`src/hw/rtl/slperm_pkg.sv`:
```
package slperm_pkg;

	localparam int DEF_MAX_SLOTS = 64;
	localparam int DEF_MAX_ROWS  = 16;

	// request and result field widths
	localparam int SLOT_W  = 6;
	localparam int ROW_W   = 4;
	localparam int CYCLE_W = 31;
	localparam int ENTRY_W = 8;
	localparam int SRC_W   = 6;

	// configuration registers
	localparam int SLOT_CNT_W = 7;
	localparam int ROW_CNT_W  = 5;
	localparam int MODE_W     = 3;
	localparam int CFG_IDX_W  = 2;
	localparam int CFG_DATA_W = 7;

	localparam logic [CFG_IDX_W-1:0] CFG_SLOT_COUNT = 2'd0;
	localparam logic [CFG_IDX_W-1:0] CFG_ROW_COUNT  = 2'd1;
	localparam logic [CFG_IDX_W-1:0] CFG_PERM_MODE  = 2'd2;

	localparam logic OP_QUERY = 1'b0;
	localparam logic OP_WRITE = 1'b1;

	localparam logic [MODE_W-1:0] MODE_SHUFFLE  = 3'd0;
	localparam logic [MODE_W-1:0] MODE_ROT_BACK = 3'd1;
	localparam logic [MODE_W-1:0] MODE_ROT_FWD  = 3'd2;
	localparam logic [MODE_W-1:0] MODE_REV_EVEN = 3'd3;

	localparam logic [ENTRY_W-1:0] ENTRY_INVALID = 8'hFF;

	// shuffle hash
	localparam int              HASH_W     = 32;
	localparam logic [HASH_W-1:0] HASH_MUL = 32'h6d2b79f5;
	localparam int              HASH_SHIFT = 15;

	// modulo unit: dividend bits consumed per cycle
	localparam int MOD_DIV_W  = 32;
	localparam int MOD_DVS_W  = 7;
	localparam int MOD_STEP   = 8;
	localparam int MOD_CYCLES = MOD_DIV_W / MOD_STEP;
	localparam int MOD_CNT_W  = $clog2(MOD_CYCLES);

	typedef enum logic [3:0] {
		ST_CLEAR,
		ST_IDLE,
		ST_DECIDE,
		ST_TBL_MOD,
		ST_TBL_CHK,
		ST_ROT_MOD,
		ST_SH_INIT,
		ST_SH_HASH,
		ST_SH_MODST,
		ST_SH_MOD,
		ST_SH_WRI,
		ST_SH_WRJ,
		ST_SH_FIN,
		ST_SH_RES,
		ST_DONE
	} state_t;

	typedef enum logic [1:0] {
		MS_TBL,
		MS_ROT,
		MS_SHUF
	} mod_sel_t;

	typedef enum logic [2:0] {
		RS_ZERO,
		RS_TBL,
		RS_ROT_BACK,
		RS_ROT_FWD,
		RS_REV,
		RS_SLOT,
		RS_ORDER
	} res_sel_t;

	typedef struct packed {
		logic     clr_wr;
		logic     cap_in;
		logic     tbl_wr_in;
		logic     mod_start;
		mod_sel_t mod_sel;
		logic     tbl_rd;
		logic     sh_seed;
		logic     ord_init;
		logic     hash_step;
		logic     ord_rd;
		logic     ord_wr_i;
		logic     ord_wr_j;
		logic     ord_fin_rd;
		logic     res_ld;
		res_sel_t res_sel;
		logic     out_ld;
	} cmd_t;

	typedef struct packed {
		logic              clear_last;
		logic              n_zero;
		logic              rows_nz;
		logic [MODE_W-1:0] mode;
		logic              mod_busy;
		logic              init_last;
		logic              i_zero;
		logic              i_one;
		logic              out_free;
	} sts_t;

endpackage

```
`src/hw/rtl/slperm_ctrl.sv`:
```
module slperm_ctrl (
	input  logic              clk,
	input  logic              arst_n,
	input  logic              in_valid,
	input  logic              opcode,
	input  slperm_pkg::sts_t  sts,
	output slperm_pkg::cmd_t  cmd,
	output logic              in_stall
);

	slperm_pkg::state_t st_q;
	slperm_pkg::state_t st_d;

	always_ff @(posedge clk or negedge arst_n) begin
		if (!arst_n) begin
			st_q <= slperm_pkg::ST_CLEAR;
		end else begin
			st_q <= st_d;
		end
	end

	always_comb begin
		st_d = st_q;
		unique case (st_q)
			slperm_pkg::ST_CLEAR: begin
				if (sts.clear_last) st_d = slperm_pkg::ST_IDLE;
			end
			slperm_pkg::ST_IDLE: begin
				if (in_valid && opcode == slperm_pkg::OP_QUERY) st_d = slperm_pkg::ST_DECIDE;
			end
			slperm_pkg::ST_DECIDE: begin
				if (sts.n_zero) begin
					st_d = slperm_pkg::ST_DONE;
				end else if (sts.rows_nz) begin
					st_d = slperm_pkg::ST_TBL_MOD;
				end else begin
					case (sts.mode) inside
						slperm_pkg::MODE_SHUFFLE:                           st_d = slperm_pkg::ST_SH_INIT;
						slperm_pkg::MODE_ROT_BACK, slperm_pkg::MODE_ROT_FWD: st_d = slperm_pkg::ST_ROT_MOD;
						default:                                            st_d = slperm_pkg::ST_DONE;
					endcase
				end
			end
			slperm_pkg::ST_TBL_MOD: begin
				if (!sts.mod_busy) st_d = slperm_pkg::ST_TBL_CHK;
			end
			slperm_pkg::ST_TBL_CHK: st_d = slperm_pkg::ST_DONE;
			slperm_pkg::ST_ROT_MOD: begin
				if (!sts.mod_busy) st_d = slperm_pkg::ST_DONE;
			end
			slperm_pkg::ST_SH_INIT: begin
				if (sts.init_last) begin
					st_d = sts.i_zero ? slperm_pkg::ST_SH_FIN : slperm_pkg::ST_SH_HASH;
				end
			end
			slperm_pkg::ST_SH_HASH:  st_d = slperm_pkg::ST_SH_MODST;
			slperm_pkg::ST_SH_MODST: st_d = slperm_pkg::ST_SH_MOD;
			slperm_pkg::ST_SH_MOD: begin
				if (!sts.mod_busy) st_d = slperm_pkg::ST_SH_WRI;
			end
			slperm_pkg::ST_SH_WRI: st_d = slperm_pkg::ST_SH_WRJ;
			slperm_pkg::ST_SH_WRJ: begin
				st_d = sts.i_one ? slperm_pkg::ST_SH_FIN : slperm_pkg::ST_SH_MODST;
			end
			slperm_pkg::ST_SH_FIN: st_d = slperm_pkg::ST_SH_RES;
			slperm_pkg::ST_SH_RES: st_d = slperm_pkg::ST_DONE;
			slperm_pkg::ST_DONE: begin
				if (sts.out_free) st_d = slperm_pkg::ST_IDLE;
			end
			default: st_d = slperm_pkg::ST_CLEAR;
		endcase
	end

	always_comb begin
		cmd = '0;
		unique case (st_q)
			slperm_pkg::ST_CLEAR: cmd.clr_wr = 1'b1;
			slperm_pkg::ST_IDLE: begin
				if (in_valid) begin
					// table writes land on the accept edge
					if (opcode == slperm_pkg::OP_WRITE) cmd.tbl_wr_in = 1'b1;
					else                                cmd.cap_in    = 1'b1;
				end
			end
			slperm_pkg::ST_DECIDE: begin
				if (sts.n_zero) begin
					cmd.res_ld  = 1'b1;
					cmd.res_sel = slperm_pkg::RS_ZERO;
				end else if (sts.rows_nz) begin
					cmd.mod_start = 1'b1;
					cmd.mod_sel   = slperm_pkg::MS_TBL;
				end else begin
					case (sts.mode) inside
						slperm_pkg::MODE_SHUFFLE: cmd.sh_seed = 1'b1;
						slperm_pkg::MODE_ROT_BACK, slperm_pkg::MODE_ROT_FWD: begin
							cmd.mod_start = 1'b1;
							cmd.mod_sel   = slperm_pkg::MS_ROT;
						end
						slperm_pkg::MODE_REV_EVEN: begin
							cmd.res_ld  = 1'b1;
							cmd.res_sel = slperm_pkg::RS_REV;
						end
						default: begin
							cmd.res_ld  = 1'b1;
							cmd.res_sel = slperm_pkg::RS_SLOT;
						end
					endcase
				end
			end
			slperm_pkg::ST_TBL_MOD: begin
				if (!sts.mod_busy) cmd.tbl_rd = 1'b1;
			end
			slperm_pkg::ST_TBL_CHK: begin
				cmd.res_ld  = 1'b1;
				cmd.res_sel = slperm_pkg::RS_TBL;
			end
			slperm_pkg::ST_ROT_MOD: begin
				if (!sts.mod_busy) begin
					cmd.res_ld  = 1'b1;
					cmd.res_sel = (sts.mode == slperm_pkg::MODE_ROT_BACK) ?
						slperm_pkg::RS_ROT_BACK : slperm_pkg::RS_ROT_FWD;
				end
			end
			slperm_pkg::ST_SH_INIT: cmd.ord_init  = 1'b1;
			slperm_pkg::ST_SH_HASH: cmd.hash_step = 1'b1;
			slperm_pkg::ST_SH_MODST: begin
				cmd.mod_start = 1'b1;
				cmd.mod_sel   = slperm_pkg::MS_SHUF;
			end
			slperm_pkg::ST_SH_MOD: begin
				if (!sts.mod_busy) cmd.ord_rd = 1'b1;
			end
			slperm_pkg::ST_SH_WRI: cmd.ord_wr_i = 1'b1;
			slperm_pkg::ST_SH_WRJ: begin
				// advance the hash for the next swap alongside the second write
				cmd.ord_wr_j  = 1'b1;
				cmd.hash_step = 1'b1;
			end
			slperm_pkg::ST_SH_FIN: cmd.ord_fin_rd = 1'b1;
			slperm_pkg::ST_SH_RES: begin
				cmd.res_ld  = 1'b1;
				cmd.res_sel = slperm_pkg::RS_ORDER;
			end
			slperm_pkg::ST_DONE: begin
				if (sts.out_free) cmd.out_ld = 1'b1;
			end
			default: ;
		endcase
	end

	assign in_stall = (st_q != slperm_pkg::ST_IDLE);

`ifndef ASSERT_OFF
	a_out_ld_free: assert property (@(posedge clk) disable iff (!arst_n)
		cmd.out_ld |-> sts.out_free)
		else $error("result loaded while output register is occupied");

	a_query_decide: assert property (@(posedge clk) disable iff (!arst_n)
		(st_q == slperm_pkg::ST_IDLE && in_valid && opcode == slperm_pkg::OP_QUERY)
		|=> (st_q == slperm_pkg::ST_DECIDE))
		else $error("accepted query did not enter decode");

	a_mod_idle: assert property (@(posedge clk) disable iff (!arst_n)
		cmd.mod_start |-> !sts.mod_busy)
		else $error("modulo started while busy");

	a_swap_order: assert property (@(posedge clk) disable iff (!arst_n)
		cmd.ord_wr_j |-> $past(cmd.ord_wr_i))
		else $error("second swap write without first");
`endif

endmodule
```
`config.mk`:
```
export PLATFORM = sky130hd
export DESIGN_NAME = slperm_ctrl
export DESIGN_NICKNAME = d
export VERILOG_FILES = /design/src/hw/rtl/slperm_pkg.sv /design/src/hw/rtl/slperm_ctrl.sv
export SDC_FILE = /design/constraint.sdc
export NUM_CORES = 1
export LEC_CHECK = 0
export BUFFER_PORTS_ARGS = -buffer_cell sky130_fd_sc_hd__buf_2
export CAP_MARGIN = 20
export CORE_MARGIN = 5
export CORE_UTILIZATION = 48
export DETAILED_ROUTE_END_ITERATION = 7
export PLACE_DENSITY_LB_ADDON = 0.08
export SLEW_MARGIN = 10
export SYNTH_ARGS = -nofsm -noshare
export SYNTH_HDL_FRONTEND = slang
export SYNTH_SLANG_ARGS = --single-unit
export TNS_END_PERCENT = 30
```
`constraint.sdc`:
```
create_clock -name clk -period 4.9 [get_ports clk]
set_input_delay 0.49 -clock clk [delete_from_list [all_inputs] [get_ports clk]]
set_output_delay 0.49 -clock clk [all_outputs]
set_load 0.01 [all_outputs]
```
# After elaboration in Yosys (flattened, before gate mapping)
# Index checks and enable logic that the tools add are counted.
[op_classes]
eq_ne = 25
muxes = 46
n_bitwise = 1
reduce_logical = 7
[op_table]
columns = ["op", "count"]
rows = [
  ["$mux W4", 17],
  ["$pmux W4 S14", 1],
  ["$eq A4 B4 Y1 const B", 7],
  ["$mux W1", 19],
  ["$eq A4 B3 Y1 const B", 4],
  ["$pmux W4 S4", 1],
  ["$mux W3", 5],
  ["$ne A2 B2 Y1 const B", 7],
  ["$eq A4 B2 Y1 const B", 2],
  ["$reduce_and A7 Y1", 1],
  ["$eq A3 B2 Y1 const B", 2],
  ["$pmux W3 S2", 1],
  ["$reduce_or A2 Y1", 3],
  ["$eq A4 B1 Y1 const B", 1],
  ["$logic_not A4 Y1", 1],
  ["$mux W2", 2],
  ["$ne A4 B1 Y1 const B", 1],
  ["$eq A3 B1 Y1 const B", 1],
  ["$logic_not A3 Y1", 1],
  ["$logic_and A1 B1 Y1", 1],
  ["$not A1 Y1", 1],
]
[word_totals]
reg_bits = 4
input_bits = 15
output_inout_bits = 20

# Depth between registers and ports, before layout
[depth]
word_depth = 7
mapped_depth = 6
depth_no_buf = 6

# Worst setup path after synthesis
# OpenSTA, ideal clock, no wires.
[synth_path]
path_kind = "reg-to-output"
start = "reg st_q[3]"
end = "out cmd[15] (netlist bit)"
arrival_ns = 1.417
path_slack_ns = 2.993
stages_incl_launch_ff = 6
path_buffers = 2
cell_sequence = "dfrtp_1 -> buf_2 -> clkbuf_1 -> nand2b_1 -> nor3_1 -> nand2b_1"
[synth_rtl]
columns = ["element", "line_no", "text"]
rows = [
  ["from (decl)", "slperm_ctrl.sv:11", "slperm_pkg::state_t st_q;"],
  ["from (signal assigned)", "slperm_ctrl.sv:16", "st_q <= slperm_pkg::ST_CLEAR;"],
  ["from (signal assigned)", "slperm_ctrl.sv:18", "st_q <= st_d;"],
  ["to (decl)", "slperm_ctrl.sv:7", "output slperm_pkg::cmd_t cmd,"],
]

==> reports/metrics.csv <==
metric,value,unit
status,finished clean,
synthDistinctLibCells,40,
grt_pass1_vias,695,
final_area,862.1,um^2
cellLeakagePower,0.4231,nW
r2r_slack,2.81,ns
worstSkewPairLatency,0.23,ns
synth.avg_cell_area,7.014,um^2
avgRoutedWirePerCell,13.46,um
path_cells,"nand2b_1, nor3_1, a21oi_1, o32ai_1, buf_2",
area_delta_synth_final,24.14,%
r2r-start,st_q[1],
routed_wl,1925,um
setup_viol,0,
via_per_inst,5.755,
fin_worst_skew,0.001482,ns
start_util,52.06,%
cp_data_arrival_time,2.05,ns
top_regs,st_q: 4 flops,
clock-root-buffer,clkbuf_4,
track_usage,18.38,%
via_count,823,
grt_max_degree,23,
seqPwrFrac,28.5,%
numPortBuffers,34,
first_iter_violations,31,
peakVddDrop,0.2926,mV
n_fill_cell,130,
timing.rr.end,st_q[2],
period_needed,2.536,ns
ys_ff_latch,4,
clk_pin_slew_worst_paths,0.04,ns
antenna_found_initial,0,
hold_class,input pin to asynchronous set/reset pin,
total_power,0.0005108,W
relSlewSlack,54.01,%
post_cts_buffers,0,
diodes,0,
fin_nets,145,
num_rows,13,
max_stage_delay,0.74,ns
p_sw,0.0002760,W
yosysSeqAreaShare,14.41,%
cts_sinks,4,
slew_viol_final,0,
ys_warn_count,0,
clockPowerShare,8.1,%
drive_above_1_share,35.16,%
layout_commonest_cell,buf_2,
numCtsBuffers,3,
gp_congestion,0.8340,
min_period_over_period,51.75,%
netlist.top_cell.by_area,dfrtp_1,
grt.overflow.total,0,
drc_errors,0,
async_flop_share,100.0,%
grt_pass1_wl,3091,um
core,0.001334,mm^2
finalHoldViolCount,0,
cp_max_fo,22,
wl_met2,916,um
start_kind,flip-flop,
swShare,54.03,%
die_area,0.002307,mm^2
registers.top_by_ff_count,st_q,
ioPinCount,35,
p_int,0.0002348,W
rsz0062_at_grt,false,
layout_common_cells,"buf_2 (34), nor2_1 (13), nand2_1 (10), nor3_1 (7)",
crit_buf_inv,1,
crit_required,4.41,ns
hold_buffers,0,
postRouteAntennaNets,0,
cts_tree,done,
placed_area,839.6,um^2
clock_path_buffers,2,
synth_nets,114,
ys.flop_type,dfrtp_1,
syn_inst,99,
routed.top_layer,met3,
largest_reg_flops,4,
synth.area.top_cells,"dfrtp_1 (14%), nor2_1 (7.0%), nand2_1 (5.4%), nand2b_1 (5.4%), nor3_1 (5.0%)",
power_density,592.5,mW/mm^2
fin_tns_setup,0,ns
crit_type,flip-flop to output port,
worst-r2r-cell-count,6,
worst_pin_slew,0.6899,ns
place_hpwl,1472,um
wl_met3,78,um
synth_edf_count,0,
yosys.area.top_type_share,14.41,%
drt-pass1-iter-count,4,
post_cts_resize_count,0,
slowest_stage,dfrtp_1,
die_h,48.04,um
end_kind,output port,
die_w,48.04,um
drt-met1-wl,930,um
syn_area,694.4,um^2
htreeDepth,1,
power_frac_comb,63.4,%
drv_cap,0,
cp_top_family,flip-flops,
timing.fmax,394.4,MHz
cell type report:
| type | instances | area (um^2) | share of cell area (%) |
|---|---|---|---|
| clock buffers | 3 | 22.52 | 2.612 |
| inverters | 4 | 15.01 | 1.742 |
| multi-input cells | 83 | 535.5 | 62.12 |
| flip-flops and latches | 4 | 100.1 | 11.61 |
| well taps | 15 | 18.77 | 2.177 |
| repair buffers | 34 | 170.2 | 19.74 |
per-layer routing:
metal / global-route usage, % / vias to the layer above
li1: - / 419
met4: 0 / 0
met2: 28.50 / 18
met1: 27.05 / 386
met5: 0 / -
met3: 4.887 / 0
power by group through the flow:
stage	Sequential (W)	Clock [W]	Combinational, W
after floorplan	0.0000626	0	0.000333
after global placement	0.000140	0	0.000322
after detailed placement	0.000142	0	0.000325
after CTS	0.000141	0.0000435	0.000326
after global routing	0.000154	0.0000456	0.000358
final	0.000145	0.0000416	0.000324
Yosys cell counts, drive strengths merged, types with 2 or more instances:
library cell / count
nand2b: 7
nand2: 10
a211oi: 2
o21ai: 6
nor4: 5
nor3: 8
clkbuf: 3
nor2b: 3
o21bai: 2
dfrtp: 4
buf: 5
a21oi: 6
o32ai: 2
nor2: 13
inv: 4
a31o: 2
how the worst max path moves through the flow:
stage               cells past startpoint  slack (ns)       to    start
detailed placement                      5        2.65   cmd[1]  st_q[2]
global placement                        5        2.76   cmd[1]  st_q[2]
finish                                  5        2.36   cmd[1]  st_q[2]
global route                            5        2.26   cmd[1]  st_q[2]
floorplan                               5        2.99  cmd[15]  st_q[3]
CTS                                     5        2.40   cmd[1]  st_q[2]
logic make-up after synthesis:
kind of cell	Yosys count	synth area share, %
and+or+nand+nor	52	40.36
AOI/OAI and AO/OA	27	30.63
buffers and inverters	12	8.468
DFF	4	14.41
xor gates and xnor gates	2	2.523
muxes	2	3.603
through the flow:
stage / setup WS, ns / instances / utilization [%] / hold WS (ns)
after floorplan: 2.993 / 99 / - / 0.1944
after global placement: 2.760 / 140 / 62.95 / 0.2948
after detailed placement: 2.651 / 140 / 62.95 / 0.2977
after CTS: 2.396 / 143 / 64.63 / 0.04329
after global routing: 2.255 / 143 / 64.63 / 0.04578
final: 2.364 / 143 / 64.63 / 0.04982
Note: power is estimated with default switching activity, not from simulation.
